## config.mk

```make
export PLATFORM = sky130hd
export DESIGN_NAME = glj_cmd_fifo
export DESIGN_NICKNAME = d
export VERILOG_FILES = /design/src/design/assert_macros.svh /design/src/design/glj_pkg.sv /design/src/design/glj_cmd_fifo.sv
export SDC_FILE = /design/constraint.sdc
export NUM_CORES = 1
export LEC_CHECK = 0
export ABC_AREA = 0
export BUFFER_PORTS_ARGS = -buffer_cell sky130_fd_sc_hd__clkbuf_2
export CAP_MARGIN = 20
export CORE_MARGIN = 2
export CORE_UTILIZATION = 55
export DETAILED_ROUTE_END_ITERATION = 7
export GPL_TIMING_DRIVEN = 0
export PLACE_DENSITY_LB_ADDON = 0.08
export SETUP_SLACK_MARGIN = 0.02
export SYNTH_ARGS = -nofsm -noshare
export SYNTH_HDL_FRONTEND = slang
export SYNTH_SLANG_ARGS = --single-unit
export TNS_END_PERCENT = 5
```

## constraint.sdc

```tcl
create_clock -name aclk -period 6.85 [get_ports aclk]
set_clock_uncertainty 0.15 [all_clocks]
set_input_delay 0.3425 -clock aclk [delete_from_list [all_inputs] [get_ports aclk]]
set_output_delay 0.3425 -clock aclk [all_outputs]
set_load 0.01 [all_outputs]
```

## src/design/assert_macros.svh

```systemverilog
// Assertion macros shared by the line breaker RTL.
`ifndef ASSERT_MACROS_SVH
`define ASSERT_MACROS_SVH
`ifndef ASSERT_OFF
// Same-cycle implication, checked out of reset.
`define ASSERT_IMP(lbl, clk, rstn, ante, cons) \
    lbl: assert property (@(posedge clk) disable iff (!rstn) (ante) |-> (cons)) \
        else $error("assertion failed");
// Next-cycle implication, checked out of reset.
`define ASSERT_NXT(lbl, clk, rstn, ante, cons) \
    lbl: assert property (@(posedge clk) disable iff (!rstn) (ante) |=> (cons)) \
        else $error("assertion failed");
`else
`define ASSERT_IMP(lbl, clk, rstn, ante, cons)
`define ASSERT_NXT(lbl, clk, rstn, ante, cons)
`endif
`endif

```

## src/design/glj_pkg.sv

```systemverilog
// Types, constants and helpers of the greedy line breaker.
package glj_pkg;

    localparam int MAX_LINE_BOXES = 32;
    localparam int SLOT_W = $clog2(MAX_LINE_BOXES);
    localparam int FILL_W = SLOT_W + 1;
    // total weight over the non-last boxes of a line
    localparam int TW = 16 + SLOT_W;
    // dividend 2*mag*w + total stays below 2^50
    localparam int DW = 50;
    localparam int DCW = $clog2(DW);
    localparam int ADDR_W = SLOT_W + 1;
    // position, penalty, glue, shrink, stretch
    localparam int MEM_W = 16 + 32 + 32 + 16 + 16;

    // register indexes
    localparam logic [1:0] CFG_LINE_WIDTH = 2'd0;
    localparam logic [1:0] CFG_MAX_PEN    = 2'd1;
    localparam logic [1:0] CFG_JMODE      = 2'd2;

    // justification modes
    localparam logic [1:0] JM_FULL   = 2'd0;
    localparam logic [1:0] JM_ALL    = 2'd1;
    localparam logic [1:0] JM_CENTRE = 2'd2;
    localparam logic [1:0] JM_LEFT   = 2'd3;

    typedef enum logic [1:0] {
        K_JUST,
        K_CENTRE,
        K_LEFT
    } kind_t;

    // one line handed from front to back
    typedef struct packed {
        logic               bank;
        logic [FILL_W-1:0]  fill;
        kind_t              kind;
        logic               broke;
        logic signed [32:0] leftover;
        logic [TW-1:0]      total;
    } cmd_t;

    typedef struct packed {
        logic              en;
        logic [ADDR_W-1:0] addr;
        logic [MEM_W-1:0]  data;
    } memwr_t;

    typedef struct packed {
        logic valid;
        logic bank;
    } done_t;

    typedef enum logic [2:0] {
        B_IDLE,
        B_READ,
        B_MUL,
        B_DIV,
        B_FIN,
        B_OUT
    } bstate_t;

    function automatic logic [31:0] sat32(input logic signed [35:0] v);
        logic [31:0] r;
        if (v > 36'sh007FFFFFFF) begin
            r = 32'h7FFFFFFF;
        end else if (v < -36'sh0080000000) begin
            r = 32'h80000000;
        end else begin
            r = v[31:0];
        end
        return r;
    endfunction

endpackage

```

## src/design/glj_cmd_fifo.sv

```systemverilog
// Two-entry queue of line commands between front and back.
module glj_cmd_fifo import glj_pkg::*; (
    input  logic aclk,
    input  logic aresetn,
    input  logic push,
    input  cmd_t push_data,
    input  logic pop,
    output cmd_t pop_data,
    output logic full,
    output logic empty
);

    cmd_t       slot_reg [2];
    logic       wr_ptr_reg, wr_ptr_next;
    logic       rd_ptr_reg, rd_ptr_next;
    logic [1:0] count_reg, count_next;

    assign full     = (count_reg == 2'd2);
    assign empty    = (count_reg == 2'd0);
    assign pop_data = slot_reg[rd_ptr_reg];

    // pointer and count update
    always_comb begin
        wr_ptr_next = wr_ptr_reg ^ push;
        rd_ptr_next = rd_ptr_reg ^ pop;
        count_next  = count_reg + {1'b0, push} - {1'b0, pop};
    end

    always_ff @(posedge aclk) begin
        if (!aresetn) begin
            wr_ptr_reg <= 1'b0;
            rd_ptr_reg <= 1'b0;
            count_reg  <= 2'd0;
        end else begin
            wr_ptr_reg <= wr_ptr_next;
            rd_ptr_reg <= rd_ptr_next;
            count_reg  <= count_next;
        end
    end

    always_ff @(posedge aclk) begin
        if (push) begin
            slot_reg[wr_ptr_reg] <= push_data;
        end
    end

endmodule

```

==> flow_summary.json, run 1 <==
{
  "crit_chain": "buf_6 -> buf_12 -> mux2_4 -> clkbuf_2",
  "ir_drop_mv": 0.202,
  "synth-adder-area-share": 0.00971,
  "layout_common_cells": "clkbuf_2 (133), edfxtp_1 (128), dlygate4sd3_1 (65), mux2_4 (60), clkbuf_16 (16)",
  "cts_root_buf": "clkbuf_8",
  "period_share": 0.315,
  "largest_reg_flops": 128,
  "detail_route.first_pass.iterations": 4,
  "die_w_um": 101,
  "period_minus_slack_ps": 2160,
  "routed_wl_um": 9270,
  "cts_tree": "done",
  "clk_path_buf_depth": 2,
  "die_h_um": 101,
  "overflow": 0,
  "dr.first_iter.drc_count": 80,
  "fin_area_um2": 7240,
  "reg2reg_from": "wr_ptr_reg",
  "grt_usage": 0.188,
  "final_antenna_net_count": 0,
  "port-buffer-count": 133,
  "cts_num_sinks": 133,
  "dpl_cell_area_um2": 6040,
  "antenna_found_initial": 0,
  "grt_pass1_wl_um": 13900,
  "nNetsFinal": 511,
  "fin_setup_tns_ps": 0,
  "finalHoldViolCount": 0,
  "ys_ff_latch": 133,
  "grt_setup_unrepaired": "false",
  "max_slew.worst_pin.slew_ps": 347,
  "worstPathRequired_ps": 6360,
  "critPathCaptureType": "output port",
  "synthCells": 220,
  "clk_pin_slew_ps": 60,
  "boundaryPins": 134,
  "layout_commonest_cell": "clkbuf_2",
  "synthSimpleGateAreaFrac": 0.00801,
  "ys_seq_area_frac": 0.765,
  "cts_resized": 0,
  "synth_mux_area_frac": 0.183,
  "max-cap-violations": 0,
  "grt_max_degree": 44,
  "insertion_delay_ps": 510,
  "power.leakage_nw": 2.95,
  "hold_class": "input port to flop",
  "num_vias": 2798,
  "arrival_ps": 1660,
  "holdCritStartpoint": "pop",
  "synthXorXnorAreaFrac": 0.00607,
  "r2r_slack_ps": 5290,
  "synth_top_family_by_area": "multiplexers",
  "numCtsBuffers": 17,
  "yosys_warnings": 0,
  "routedWlPerCell_um": 16.5,
  "synth_compound_area_frac": 0,
  "drive_gt1_frac": 0.529,
  "timing.slew.headroom": 0.769,
  "start_util": 0.563,
  "crit_buf_inv": 3,
  "worstSetupStartpointType": "flop",
  "setup_viol": 0,
  "drc_errors": 0,
  "syn_area_um2": 5150,
  "core-area_um2": 9150,
  "critical_path.top_delay_family": "buffers and inverters",
  "hold_depth": 3,
  "status": "finished clean",
  "synth.distinct_cells": 13,
  "rr_endpoint": "slot_reg[0][41]",
  "grt_pass1_vias": 2832,
  "avgViaCountPerCell": 4.97,
  "gp_congestion": 0.646,
  "area_delta_synth_final_pct": 40.4,
  "cp_max_fo": 10,
  "num_rows": 35,
  "antennaDiodeCount": 0,
  "fmax_ghz": 0.464,
  "post_synth.cell_area_avg_um2": 23.4,
  "cp.depth": 4,
  "finalPower_mw": 2.07,
  "synth_nets": 292,
  "htree_levels": 4,
  "critPathSlowestCell": "dfxtp_1",
  "critPathKind": "flop to output port",
  "critical-path-max-stage-delay_ps": 320,
  "design.die.area_um2": 10200,
  "r2r_cells": 3,
  "powerDensity_nw_per_um2": 286,
  "slew_viol_final": 0,
  "place_hpwl_um": 5490
}
-- power by group --
group          switching (mW)  internal [mW]  total, mW
Combinational           0.122          0.161      0.283
Sequential             0.0142          0.949      0.964
Clock                   0.338          0.483      0.822
-- worst reg2reg max path: cells and delay by family, from the launching register on --
| kind | cells | cell delay (ps) |
|---|---|---|
| buf+inv | 2 | 380 |
| flops | 1 | 330 |
| fa+ha+maj | 1 | 350 |
-- layer usage --
metal | wire length (um) | vias to the layer above | global-route usage
li1 | - | 1311 | -
met1 | 3630 | 1367 | 0.211
met2 | 4960 | 104 | 0.325
met3 | 522 | 16 | 0.0631
met4 | 158 | 0 | 0.0875
met5 | 0 | - | 0
-- per-stage QoR --
step / utilization / cells / worst slack [ps] / hold slack [ps]
finish: 0.791 / 563 / 4690 / 44.2
global route: 0.791 / 563 / 4630 / 52.4
detailed placement: 0.660 / 466 / 5150 / 385
CTS: 0.791 / 563 / 4660 / 24.0
global placement: 0.651 / 464 / 3380 / 381
floorplan: - / 220 / 4370 / 291
-- cells in the mapped netlist --
cell type	number	share of area
edfxtp_1	128	0.75
mux2_4	60	0.17
buf_12	6	0.023
dfxtp_1	5	0.019
ha_1	4	0.0097
mux2_2	4	0.0087
and2_1	3	0.0036
inv_1	3	0.0022
nor2b_1	3	0.0036
buf_6	1	0.0022
nor2_1	1	0.00073
xnor3_1	1	0.0044
xor2_1	1	0.0017
-- repair_timing --
| item | CTS | global route |
|---|---|---|
| hold endpoints to repair | 133 | 0 |
| hold buffers | 65 | 0 |
| setup buffers | 0 | 0 |
-- area by class of cell --
cell class | instances | area [um2]
Fill cell | 512 | 1920
Multi-Input combinational cell | 77 | 1090
Clock inverter | 14 | 129
Sequential cell | 133 | 3940
Buffer | 7 | 131
Timing Repair Buffer | 200 | 1370
Inverter | 3 | 11.3
Tap cell | 111 | 139
Clock buffer | 18 | 418
-- worst max path at each step --
stage | start | endpoint | slack (ps)
6_report | flop | pop_data[52] | 4690
3_3_place_gp | push | slot_reg[1][10] | 3380
3_5_place_dp | push | slot_reg[0][12] | 5150
4_1_cts | flop | pop_data[52] | 4660
5_1_grt | flop | pop_data[55] | 4630
2_1_floorplan | push | slot_reg[0][0] | 4370
-- cells by family after synthesis --
logic type / count (synthesis)
flip-flops: 133
multiplexers: 64
buffers and inverters: 10
AND/OR/NAND/NOR: 7
adder cells (fa/ha/maj): 4
XOR/XNOR: 2
Note: power is estimated with default switching activity, not from simulation.
==> inputs of run 2 (changes only) <==
- CORE_UTILIZATION: 55 -> 52
- clock period: 6.85 -> 2.2 ns (I/O delays scaled with it)
==> flow_summary.json, run 2 (synthesis gave the netlist of run 1 again) <==
{
  "start_util": 0.532,
  "holdWs_ps": 173,
  "crit_buf_inv": 3,
  "core-area_um2": 9680,
  "worstSetupStartpointType": "flop",
  "switching_share": 0.211,
  "num_rows": 36,
  "antenna_found_initial": 0,
  "max-cap-violations": 0,
  "fmax_ghz": 0.518,
  "dr.first_iter.drc_count": 130,
  "crit_chain": "buf_6 -> buf_12 -> mux2_4 -> clkbuf_2",
  "critical-path-max-stage-delay_ps": 320,
  "boundaryPins": 134,
  "detail_route.first_pass.iterations": 4,
  "post-route-util": 0.753,
  "layout_common_cells": "clkbuf_2 (133), edfxtp_1 (128), dlygate4sd3_1 (68), mux2_4 (60), clkbuf_16 (16)",
  "finalHoldViolCount": 0,
  "drc_errors": 0,
  "combPwrFrac": 0.130,
  "grt_usage": 0.176,
  "critical_path.top_delay_family": "buffers and inverters",
  "worstPathRequired_ps": 1940,
  "period_share": 0.878,
  "setup_viol": 0,
  "critPathKind": "flop to output port",
  "largest_reg_flops": 128,
  "nNetsFinal": 512,
  "p_int_mw": 5.27,
  "max_slew.worst_pin.slew_ps": 922,
  "period_minus_slack_ps": 1930,
  "cp_max_fo": 10,
  "final_antenna_net_count": 0,
  "avgViaCountPerCell": 4.67,
  "dpl_cell_area_um2": 6010,
  "grt_max_degree": 65,
  "die_w_um": 104,
  "overflow": 0,
  "port-buffer-count": 133,
  "grt_setup_unrepaired": "false",
  "fill_cells": 591,
  "fin_area_um2": 7290,
  "clk_pin_slew_ps": 60,
  "numCtsBuffers": 17,
  "critPathSlowestCell": "dfxtp_1",
  "hold_class": "input port to flop",
  "p_clk_frac": 0.421,
  "cts_num_sinks": 133,
  "die_h_um": 104,
  "critPathCaptureType": "output port",
  "htree_levels": 4,
  "insertion_delay_ps": 510,
  "power.net_switching_mw": 1.41,
  "grt_pass1_vias": 2910,
  "status": "finished clean",
  "num_vias": 2736,
  "clk_path_buf_depth": 2,
  "cts_root_buf": "clkbuf_8",
  "layout_commonest_cell": "clkbuf_2",
  "area_delta_synth_final_pct": 41.5,
  "slew_viol_final": 0,
  "cts_tree": "done",
  "grt_pass1_wl_um": 14100,
  "design.die.area_um2": 10700,
  "power.leakage_nw": 2.96,
  "gp_congestion": 0.656,
  "powerDensity_nw_per_um2": 917,
  "arrival_ps": 1670,
  "place_hpwl_um": 5170,
  "timing.slew.headroom": 0.385,
  "ir_drop_mv": 0.647,
  "routedWlPerCell_um": 15.1,
  "drive_gt1_frac": 0.519,
  "antennaDiodeCount": 0,
  "routed_wl_um": 8870,
  "seq_power_share": 0.449
}
[run 2: path summary, 6_finish.rpt]
path | start | to | slack, ps | depth (start not counted)
setup / recovery | flop | pop_data[3] | 270 | 4
hold / removal | push_data[27] | slot_reg[1][27] | 170 | 2
setup reg to reg | wr_ptr_reg | slot_reg[0][13] | 480 | 2
hold reg to reg | rd_ptr_reg | rd_ptr_reg | 440 | 2
[run 2: metrics by stage]
step / power [mW] / TNS (ps) / cells / setup slack, ps
after floorplan: 3.55 / -15880 / 220 / -248
after global placement: 3.81 / -74320 / 486 / -1110
after detailed placement: 3.83 / 0 / 486 / 466
after CTS: 6.75 / 0 / 586 / 228
after global routing: 6.92 / 0 / 586 / 183
final: 6.69 / 0 / 586 / 268
[run 2: area by class of cell]
type                    instances  area, um2  share of cell area
clock buffers                  17        414              0.0568
plain buffers                   7        131              0.0180
repair buffers                201       1350               0.185
multi-input cells              77       1090               0.150
well taps                     133        166              0.0228
clock inverters                15        188              0.0257
inverters                       3       11.3             0.00154
flip-flops and latches        133       3940               0.541
[run 2: repair_timing]
| item | 4_1_cts | 5_1_grt |
|---|---|---|
| hold buffers | 68 | 0 |
| setup buffers | 0 | 0 |
| setup endpoints to repair | 0 | 0 |
| resized for setup | 0 | 0 |
| hold endpoints to repair | 133 | 0 |
[run 2: worst register-to-register path, delay by kind of cell, from the launching register on]
family,cells,cell delay [ps]
flip-flops,1,330
buffers and inverters,1,90
adder cells (fa/ha/maj),1,750
[run 2: power by group through the flow]
| stage | clock network [mW] | logic [mW] | registers [mW] |
|---|---|---|---|
| 6_report | 2.82 | 0.867 | 3.00 |
| 5_1_grt | 2.97 | 0.934 | 3.02 |
| 4_1_cts | 2.87 | 0.876 | 3.00 |
| 3_5_place_dp | 0 | 0.775 | 3.06 |
| 3_3_place_gp | 0 | 0.761 | 3.05 |
| 2_1_floorplan | 0 | 0.501 | 3.04 |
[run 2: layer usage]
layer	track usage	vias up	routed length, um
li1	-	1306	-
met3	0.0673	9	515
met2	0.289	86	4570
met1	0.205	1335	3700
met5	0	-	0
met4	0.0811	0	93
