==> src/design/assert_macros.svh <==
// Assertion macros shared by the line breaker RTL.
`ifndef ASSERT_MACROS_SVH
`define ASSERT_MACROS_SVH
`ifndef ASSERT_OFF
// Same-cycle implication, checked out of reset.
`define ASSERT_IMP(lbl, clk, rstn, ante, cons) \
    lbl: assert property (@(posedge clk) disable iff (!rstn) (ante) |-> (cons)) \
        else $error("assertion failed");
// Next-cycle implication, checked out of reset.
`define ASSERT_NXT(lbl, clk, rstn, ante, cons) \
    lbl: assert property (@(posedge clk) disable iff (!rstn) (ante) |=> (cons)) \
        else $error("assertion failed");
`else
`define ASSERT_IMP(lbl, clk, rstn, ante, cons)
`define ASSERT_NXT(lbl, clk, rstn, ante, cons)
`endif
`endif

==> src/design/glj_pkg.sv <==
// Types, constants and helpers of the greedy line breaker.
package glj_pkg;

    localparam int MAX_LINE_BOXES = 32;
    localparam int SLOT_W = $clog2(MAX_LINE_BOXES);
    localparam int FILL_W = SLOT_W + 1;
    // total weight over the non-last boxes of a line
    localparam int TW = 16 + SLOT_W;
    // dividend 2*mag*w + total stays below 2^50
    localparam int DW = 50;
    localparam int DCW = $clog2(DW);
    localparam int ADDR_W = SLOT_W + 1;
    // position, penalty, glue, shrink, stretch
    localparam int MEM_W = 16 + 32 + 32 + 16 + 16;

    // register indexes
    localparam logic [1:0] CFG_LINE_WIDTH = 2'd0;
    localparam logic [1:0] CFG_MAX_PEN    = 2'd1;
    localparam logic [1:0] CFG_JMODE      = 2'd2;

    // justification modes
    localparam logic [1:0] JM_FULL   = 2'd0;
    localparam logic [1:0] JM_ALL    = 2'd1;
    localparam logic [1:0] JM_CENTRE = 2'd2;
    localparam logic [1:0] JM_LEFT   = 2'd3;

    typedef enum logic [1:0] {
        K_JUST,
        K_CENTRE,
        K_LEFT
    } kind_t;

    // one line handed from front to back
    typedef struct packed {
        logic               bank;
        logic [FILL_W-1:0]  fill;
        kind_t              kind;
        logic               broke;
        logic signed [32:0] leftover;
        logic [TW-1:0]      total;
    } cmd_t;

    typedef struct packed {
        logic              en;
        logic [ADDR_W-1:0] addr;
        logic [MEM_W-1:0]  data;
    } memwr_t;

    typedef struct packed {
        logic valid;
        logic bank;
    } done_t;

    typedef enum logic [2:0] {
        B_IDLE,
        B_READ,
        B_MUL,
        B_DIV,
        B_FIN,
        B_OUT
    } bstate_t;

    function automatic logic [31:0] sat32(input logic signed [35:0] v);
        logic [31:0] r;
        if (v > 36'sh007FFFFFFF) begin
            r = 32'h7FFFFFFF;
        end else if (v < -36'sh0080000000) begin
            r = 32'h80000000;
        end else begin
            r = v[31:0];
        end
        return r;
    endfunction

endpackage

==> src/design/glj_front.sv <==
// Front: takes words, packs the line, hands finished lines to the back.
`include "assert_macros.svh"
module glj_front import glj_pkg::*; (
    input  logic         aclk,
    input  logic         aresetn,
    input  logic         cfg_we,
    input  logic [1:0]   cfg_index,
    input  logic [31:0]  cfg_wdata,
    input  logic         s_valid,
    output logic         s_ready,
    input  logic         s_mode,
    input  logic [31:0]  s_box_width,
    input  logic [31:0]  s_ideal_glue,
    input  logic [15:0]  s_stretch_weight,
    input  logic [15:0]  s_shrink_weight,
    input  logic signed [31:0] s_break_cost,
    output memwr_t       mem_wr,
    output logic         cmd_push,
    output cmd_t         cmd_data,
    input  logic         cmd_full,
    input  done_t        done
);

    logic [31:0]        line_width_reg;
    logic signed [31:0] max_pen_reg;
    logic [1:0]         jmode_reg;
    logic [31:0]        used_reg, used_next;
    logic [31:0]        pend_reg, pend_next;
    logic               latch_reg, latch_next;
    logic [FILL_W-1:0]  fill_reg, fill_next;
    logic [15:0]        cnt_reg, cnt_next;
    logic               bank_reg, bank_next;
    logic [1:0]         busy_reg, busy_next;
    logic [TW-1:0]      sum_st_reg, sum_st_next;
    logic [TW-1:0]      sum_sh_reg, sum_sh_next;
    logic [15:0]        prev_st_reg, prev_sh_reg;

    logic [33:0]        sum34;
    logic               fits, empty_line, join_box, brk, need_push, acc;
    logic signed [32:0] leftover;
    logic [SLOT_W-1:0]  slot;
    kind_t              kind;

    // configuration registers
    always_ff @(posedge aclk) begin
        if (!aresetn) begin
            line_width_reg <= 32'd0;
            max_pen_reg    <= 32'sd0;
            jmode_reg      <= JM_FULL;
        end else if (cfg_we) begin
            unique case (cfg_index)
                CFG_LINE_WIDTH: line_width_reg <= cfg_wdata;
                CFG_MAX_PEN:    max_pen_reg    <= $signed(cfg_wdata);
                CFG_JMODE:      jmode_reg      <= cfg_wdata[1:0];
                default:        ;
            endcase
        end
    end

    // classify the word
    always_comb begin
        sum34      = {2'b0, used_reg} + {2'b0, pend_reg} + {2'b0, s_box_width};
        fits       = sum34 <= {2'b0, line_width_reg};
        empty_line = (fill_reg == '0);
        join_box   = !empty_line && (latch_reg || fits)
                     && (fill_reg < FILL_W'(MAX_LINE_BOXES));
        brk        = !empty_line && !join_box;
        need_push  = s_valid && (s_mode ? !empty_line : brk);
        s_ready    = !need_push || (!busy_reg[~bank_reg] && !cmd_full);
        acc        = s_valid && s_ready;
        leftover   = $signed({1'b0, line_width_reg}) - $signed({1'b0, used_reg});
        slot       = join_box ? fill_reg[SLOT_W-1:0] : '0;
    end

    // line setting for the line being handed over
    always_comb begin
        if (s_mode) begin
            unique case (jmode_reg)
                JM_FULL:   kind = K_LEFT;
                JM_ALL:    kind = K_JUST;
                JM_CENTRE: kind = K_CENTRE;
                default:   kind = K_LEFT;
            endcase
        end else begin
            unique case (jmode_reg)
                JM_CENTRE: kind = K_CENTRE;
                JM_LEFT:   kind = K_LEFT;
                default:   kind = K_JUST;
            endcase
        end
    end

    always_comb begin
        cmd_push          = acc && need_push;
        cmd_data.bank     = bank_reg;
        cmd_data.fill     = fill_reg;
        cmd_data.kind     = kind;
        cmd_data.broke    = !s_mode;
        cmd_data.leftover = leftover;
        cmd_data.total    = leftover[32] ? sum_sh_reg : sum_st_reg;
        mem_wr.en         = acc && !s_mode;
        mem_wr.addr       = {(brk ? ~bank_reg : bank_reg), slot};
        mem_wr.data       = {cnt_reg, s_break_cost, s_ideal_glue,
                             s_shrink_weight, s_stretch_weight};
    end

    // packing state
    always_comb begin
        used_next   = used_reg;
        pend_next   = pend_reg;
        latch_next  = latch_reg;
        fill_next   = fill_reg;
        cnt_next    = cnt_reg;
        bank_next   = bank_reg ^ cmd_push;
        sum_st_next = sum_st_reg;
        sum_sh_next = sum_sh_reg;
        busy_next   = busy_reg;
        if (done.valid) begin
            busy_next[done.bank] = 1'b0;
        end
        if (cmd_push) begin
            busy_next[bank_reg] = 1'b1;
        end
        if (acc) begin
            if (s_mode) begin
                used_next   = '0;
                pend_next   = '0;
                latch_next  = 1'b0;
                fill_next   = '0;
                cnt_next    = '0;
                sum_st_next = '0;
                sum_sh_next = '0;
            end else begin
                cnt_next   = cnt_reg + 16'd1;
                pend_next  = s_ideal_glue;
                latch_next = s_break_cost > max_pen_reg;
                if (join_box) begin
                    used_next   = sum34[33:32] != 2'b00 ? 32'hFFFFFFFF : sum34[31:0];
                    fill_next   = fill_reg + 1'b1;
                    sum_st_next = sum_st_reg + TW'(prev_st_reg);
                    sum_sh_next = sum_sh_reg + TW'(prev_sh_reg);
                end else begin
                    used_next   = s_box_width;
                    fill_next   = FILL_W'(1);
                    sum_st_next = '0;
                    sum_sh_next = '0;
                end
            end
        end
    end

    always_ff @(posedge aclk) begin
        if (!aresetn) begin
            used_reg   <= '0;
            pend_reg   <= '0;
            latch_reg  <= 1'b0;
            fill_reg   <= '0;
            cnt_reg    <= '0;
            bank_reg   <= 1'b0;
            busy_reg   <= '0;
            sum_st_reg <= '0;
            sum_sh_reg <= '0;
        end else begin
            used_reg   <= used_next;
            pend_reg   <= pend_next;
            latch_reg  <= latch_next;
            fill_reg   <= fill_next;
            cnt_reg    <= cnt_next;
            bank_reg   <= bank_next;
            busy_reg   <= busy_next;
            sum_st_reg <= sum_st_next;
            sum_sh_reg <= sum_sh_next;
        end
    end

    // weights of the newest box join the totals once a successor arrives
    always_ff @(posedge aclk) begin
        if (acc && !s_mode) begin
            prev_st_reg <= s_stretch_weight;
            prev_sh_reg <= s_shrink_weight;
        end
    end

    `ASSERT_IMP(a_fill_max, aclk, aresetn, 1'b1, fill_reg <= FILL_W'(MAX_LINE_BOXES))
    `ASSERT_IMP(a_push_free, aclk, aresetn, cmd_push, !busy_reg[~bank_reg] && !cmd_full)
    `ASSERT_IMP(a_empty_sums, aclk, aresetn, fill_reg == '0,
                sum_st_reg == '0 && sum_sh_reg == '0)

endmodule

==> config.mk <==
export PLATFORM = sky130hd
export DESIGN_NAME = glj_front
export DESIGN_NICKNAME = d
export VERILOG_FILES = /design/src/design/glj_pkg.sv /design/src/design/glj_front.sv
export VERILOG_INCLUDE_DIRS = /design/src /design/src/design
export SDC_FILE = /design/constraint.sdc
export NUM_CORES = 1
export LEC_CHECK = 0
export BUFFER_PORTS_ARGS = -buffer_cell sky130_fd_sc_hd__buf_2
export CORE_ASPECT_RATIO = 1.5
export CORE_MARGIN = 4
export CORE_UTILIZATION = 34
export DETAILED_ROUTE_END_ITERATION = 10
export SYNTH_ARGS = -nofsm -noshare
export SYNTH_HDL_FRONTEND = slang
export SYNTH_SLANG_ARGS = --single-unit
==> constraint.sdc <==
create_clock -name aclk -period 8.19 [get_ports aclk]
set_input_delay 0.4095 -clock aclk [delete_from_list [all_inputs] [get_ports aclk]]
set_output_delay 0.4095 -clock aclk [all_outputs]
set_load 0.02 [all_outputs]
==> reports/metrics.csv, run 1 <==
metric,value,unit
syn_to_final_growth,16.3,%
cts_max_path_buffers,3,
cellPowerDensity,236,mW/mm²
rows,97,
drive_above_1_share,21.8,%
root_buffer,clkbuf_16,
seq_area_frac_synth,30.3,%
grt_remaining_overflow,0,
track_usage,18.8,%
final_cells,2775,
pre_cts_ws,1.22,ns
hold_slack,0.0339,ns
synth_area_leaders,"dfxtp_1 (24%), ha_1 (13%), a21oi_1 (6.6%)",
startpoint_type,flip-flop,
switching_share,38.7,%
max_stage_delay,0.67,ns
final_cell_mix,"buf_2 (354), nand2_1 (262), a21oi_1 (213)",
grt_pass1_vias,14800,
grt_first_pass_wirelength,78.4,mm
post_cts_buffers,0,
critPathMaxFanout,5,
synth.cell_area,0.0162,mm²
cts_made_buffers,26,
antenna_found_initial,5,
avgViaCountPerCell,5.22,
worstPathArrival,6.86,ns
cts_resized,0,
coreArea,0.0470,mm²
tns,0,ns
ios,355,
pwr-share-comb,41.2,%
p_int,0.00273,W
multi_input_area,0.00985,mm²
worstHoldPathType,input pin to flip-flop,
die_h,276,µm
syn_avg_cell_area,8.42,µm²
cts_hold_buf,0,
ys.flop_type,dfxtp_1,
drc_errors,0,
synthArstFlopShare,0,%
die_area,0.0514,mm²
clkPwrFrac,30.4,%
cp_cell_sequence,fa_1 -> ha_1 -> fa_1 -> a211oi_2 -> o211ai_1 -> a211oi_2 -> inv_1 -> a2111oi_0 -> a21oi_1 -> xor2_1 -> ha_1 -> nand4_1 -> nor4_1 -> a221oi_1 -> o211ai_1 -> a21oi_1 -> o31a_2 -> o21ai_1 -> a2111oi_2 -> or3b_2 -> buf_2,
worst_pin_slew,1.15,ns
worst-endpoint-required,7.78,ns
yosys_warnings,0,
regArea,0.00492,mm²
setup_viol,0,
status,"complete, no violations",
wl,50.3,mm
fmax,138,MHz
place.port_buffers,354,
wire_per_inst,18.1,µm
hold_viol,0,
drt_iter0_markers,579,
final.fill_count,4770,
vias,14500,
utilization,40.2,%
maxSlewHeadroom,23.1,%
crit_slowest_cell,nor4_1,
rsz0062_at_grt,no,
die_w,186,µm
finalCriticalPeriod,7.27,ns
seq_power_share,28.4,%
yosysTopAreaCellShare,24.4,%
grt_max_degree,106,
dr.pass1.iters,5,
crit_type,flip-flop to primary output,
gp_congestion,0.919,
final_common_cell,buf_2,
dp.cells,2725,
finalWorstSetupSlack,0.925,ns
clock_skew,0.0140,ns
start_util,34.6,%
clk_pin_slew,0.06,ns
synth_cells,1928,
endpoint_kind,primary output,
postRouteAntennaNets,0,
fin_crit_sh,88.7,%
switching_power,0.00172,W
syn_nets,2298,
ys_ff_latch,230,
ys_types,82,
layout.nets,2529,
slew_viol_final,0,
cts.sinks,230,
htree_levels,1,
synth_edf_count,32,
clock_latency,0.56,ns
synth_top_area_cell,dfxtp_1,
p_leak,8.32,nW
ir_worst_vdd,0.000159,V
dp_hpwl,40.4,mm
cts_tree,built,
maxCapViolations,0,
[layer usage]
metal  wire length, µm  track usage, %
met2             25300            35.2
met4              2370            8.41
met1             19700            21.0
met3              2890            3.18
met5                32               0
[metrics by stage]
stage	total power [W]	cell area (µm²)
3_3_place_gp	0.00310	17900
6_report	0.00446	18900
2_1_floorplan	0.00258	16200
5_1_grt	0.00473	18900
4_1_cts	0.00451	18900
3_5_place_dp	0.00313	17900
[logic make-up (layout without fill, tap and decap cells)]
family	Yosys count	after routing	synth area share [%]
buf+inv	294	545	9.23
compound gates	554	554	21.6
simple gates	539	539	15.4
fa+ha+maj	200	200	17.1
flops	230	230	30.3
other cells	0	2	0
xor+xnor	86	86	4.64
mux	25	25	1.70
[final cells by class]
cell class	count	area share (%)
sequential	230	26.1
multi-input combinational	1404	52.2
tap	594	3.94
timing repair buffer	369	9.98
clock buffer	31	3.94
inverter	128	2.55
clock inverter	17	1.29
antenna	2	0.0265
[cells in the mapped netlist (32+ instances only)]
cell,instances
fa_1,36
o21ai_0,56
nand2_1,263
edfxtp_1,32
dfxtp_1,198
ha_1,164
inv_1,126
clkbuf_1,48
o22ai_1,57
xnor2_1,63
buf_4,97
nor2_1,73
nand3_1,50
a21oi_1,213
a21o_1,53
[worst max-delay path: cells and delay by family, from the launching register on]
kind                     cells  cell delay, ns
buffers and inverters        2            0.28
flip-flops                   1            0.40
XOR/XNOR                     1            0.18
AO/OA/AOI/OAI               11            2.61
adder cells (fa/ha/maj)      4            1.45
AND/OR/NAND/NOR              3            1.34
[path summary, 6_finish.rpt]
path / startpoint / end / slack (ns) / depth (start not counted)
max: used_reg[1] / s_ready / 0.92 / 21
min: s_shrink_weight[13] / prev_sh_reg[13] / 0.03 / 1
max reg2reg: used_reg[1] / sum_sh_reg[18] / 1.44 / 22
min reg2reg: max_pen_reg[17] / max_pen_reg[17] / 0.46 / 2
[power groups by stage]
stage	Clock (W)	Sequential [W]	Combinational, W
after floorplan	0	0.00128	0.00131
after global placement	0	0.00129	0.00181
after detailed placement	0	0.00129	0.00184
after CTS	0.00139	0.00127	0.00185
after global routing	0.00143	0.00128	0.00203
final	0.00135	0.00127	0.00184
Note: power is estimated with default switching activity, not from simulation.
==> run 2: changes to the inputs <==
--- a/config.mk
+++ b/config.mk
@@ -6,11 +6,13 @@
 export SDC_FILE = /design/constraint.sdc
 export NUM_CORES = 1
 export LEC_CHECK = 0
+export ABC_CLOCK_PERIOD_IN_PS = 7550
 export BUFFER_PORTS_ARGS = -buffer_cell sky130_fd_sc_hd__buf_2
 export CORE_ASPECT_RATIO = 1.5
 export CORE_MARGIN = 4
 export CORE_UTILIZATION = 34
 export DETAILED_ROUTE_END_ITERATION = 10
+export MAX_ROUTING_LAYER = met4
 export SYNTH_ARGS = -nofsm -noshare
 export SYNTH_HDL_FRONTEND = slang
 export SYNTH_SLANG_ARGS = --single-unit
==> constraint.sdc (replaced) <==
create_clock -name aclk -period 7.55 [get_ports aclk]
set_input_delay 0.3775 -clock aclk [delete_from_list [all_inputs] [get_ports aclk]]
set_output_delay 0.3775 -clock aclk [all_outputs]
set_load 0.02 [all_outputs]
==> run 2 against run 1 <==
Worst setup slack worse by 0.63 ns. Combinational power rose by 9.8%. Global-route usage grew 0.88 points. Register-to-register slack got worse by 0.52 ns. Via count grew 1.6%. Final area increased by 1.0%. Critical path depth unchanged. Sequential power increased by 8%. Hold slack worse by 0.015 ns. Power rose by 4.6%. Critical path type unchanged.
==> reports/metrics.csv, run 2 (synthesized netlist as in run 1, its figures left out) <==
metric,value,unit
status,"complete, no violations",
htree_levels,1,
die_area,0.0514,mm²
switching_power,0.00187,W
syn_to_final_growth,17.5,%
fmax,138,MHz
finalCriticalPeriod,7.26,ns
cts_max_path_buffers,3,
gp_congestion,0.913,
antenna_found_initial,2,
hold_viol,0,
vias,14700,
ir_worst_vdd,0.000228,V
endpoint_kind,primary output,
worst_pin_slew,1.26,ns
crit_slowest_cell,nor4_2,
cts.sinks,230,
utilization,40.6,%
wire_per_inst,18.1,µm
die_h,276,µm
worstHoldPathType,input pin to flip-flop,
startpoint_type,flip-flop,
maxCapViolations,0,
worstSetupStartpoint,used_reg[1],
regArea,0.00492,mm²
postRouteAntennaNets,0,
track_usage,19.7,%
clk_pin_slew,0.07,ns
clock_skew,0.0254,ns
place.port_buffers,354,
cp_cell_sequence,fa_1 -> ha_1 -> fa_1 -> a211oi_2 -> o211ai_1 -> a211oi_2 -> inv_1 -> a2111oi_0 -> a21oi_1 -> xor2_1 -> ha_1 -> nand4_1 -> nor4_2 -> a221oi_1 -> o211ai_1 -> a21oi_1 -> o31a_2 -> o21ai_1 -> a2111oi_2 -> or3b_2 -> buf_2,
p_leak,8.40,nW
crit_type,flip-flop to primary output,
max_stage_delay,0.62,ns
dp.cells,2731,
rsz0062_at_grt,no,
grt_first_pass_wirelength,80.1,mm
ios,355,
cts_tree,built,
final_common_cell,buf_2,
rows,97,
final.fill_count,4759,
worst-endpoint-required,7.17,ns
final_cell_mix,"buf_2 (354), nand2_1 (262), a21oi_1 (213)",
tns,0,ns
dp_hpwl,40.3,mm
dr.pass1.iters,5,
grt_pass1_vias,14900,
clkPwrFrac,27.3,%
post_cts_buffers,0,
start_util,34.6,%
layout.nets,2563,
switching_share,40.1,%
clock_latency,0.57,ns
worstPathArrival,6.88,ns
coreArea,0.0470,mm²
p_int,0.00279,W
seq_power_share,29.4,%
hold_slack,0.0184,ns
slew_viol_final,0,
hp-start,s_stretch_weight[0],
fin_crit_sh,96.1,%
cts_made_buffers,26,
multi_input_area,0.00986,mm²
grt_max_degree,104,
drc_errors,0,
drive_above_1_share,21.6,%
cellPowerDensity,245,mW/mm²
die_w,186,µm
drt_iter0_markers,759,
final_cells,2809,
maxSlewHeadroom,15.9,%
finalInstanceArea,0.0191,mm²
pwr-share-comb,43.2,%
regToRegStartpoint,used_reg[1],
critPathMaxFanout,5,
avgViaCountPerCell,5.24,
wl,50.8,mm
root_buffer,clkbuf_16,
grt_remaining_overflow,0,
setup_viol,0,
dpl-instance-area,0.0179,mm²
-- run 2: final timing paths --
kind	endpoint	slack (ns)	cells after the start
hold / removal	prev_st_reg[0]	0.02	1
setup reg to reg	used_reg[7]	0.92	22
hold reg to reg	max_pen_reg[20]	0.45	2
setup / recovery	s_ready	0.29	21
-- run 2: layer usage --
layer | up-vias | GRT usage (%) | share of wire, %
met1 | 6919 | 22.2 | 40
li1 | 7275 | - | -
met3 | 73 | 2.52 | 4.8
met2 | 450 | 36.6 | 52
met5 | - | - | 0
met4 | 0 | 5.80 | 2.9
-- run 2: through the flow --
stage	power (W)	worst slack (ns)
after floorplan	0.00280	0.942
after global placement	0.00337	0.657
after detailed placement	0.00340	0.555
after CTS	0.00471	0.0899
after global routing	0.00498	0.0255
final	0.00466	0.294
-- run 2: repair_timing --
item / 4_1_cts / 5_1_grt
endpoints found under the hold margin: 28 / 0
resized for setup: 0 / 1
hold buffers: 28 / 0
endpoints found under the setup margin: 0 / 8
-- run 2: area by class of cell --
cell class | count | area share, %
multi-input cells | 1404 | 51.7
clock inverters | 18 | 0.853
diodes | 2 | 0.0262
clock buffers | 30 | 3.60
well taps | 594 | 3.90
inverters | 128 | 2.53
flip-flops and latches | 230 | 25.8
repair buffers | 403 | 11.6
-- run 2: worst max-delay path: cells and delay by family (launching register included) --
family	cells	cell delay, ns
compound gates	11	2.68
simple gates	3	1.30
buf+inv	2	0.30
xor+xnor	1	0.19
flops	1	0.41
fa+ha+maj	4	1.45
-- run 2: power groups by stage --
stage | clock network, W | registers, W | logic (W)
after global routing | 0.00136 | 0.00138 | 0.00223
after global placement | 0 | 0.00140 | 0.00197
final | 0.00128 | 0.00137 | 0.00202
after CTS | 0.00132 | 0.00137 | 0.00202
after detailed placement | 0 | 0.00140 | 0.00200
after floorplan | 0 | 0.00138 | 0.00142
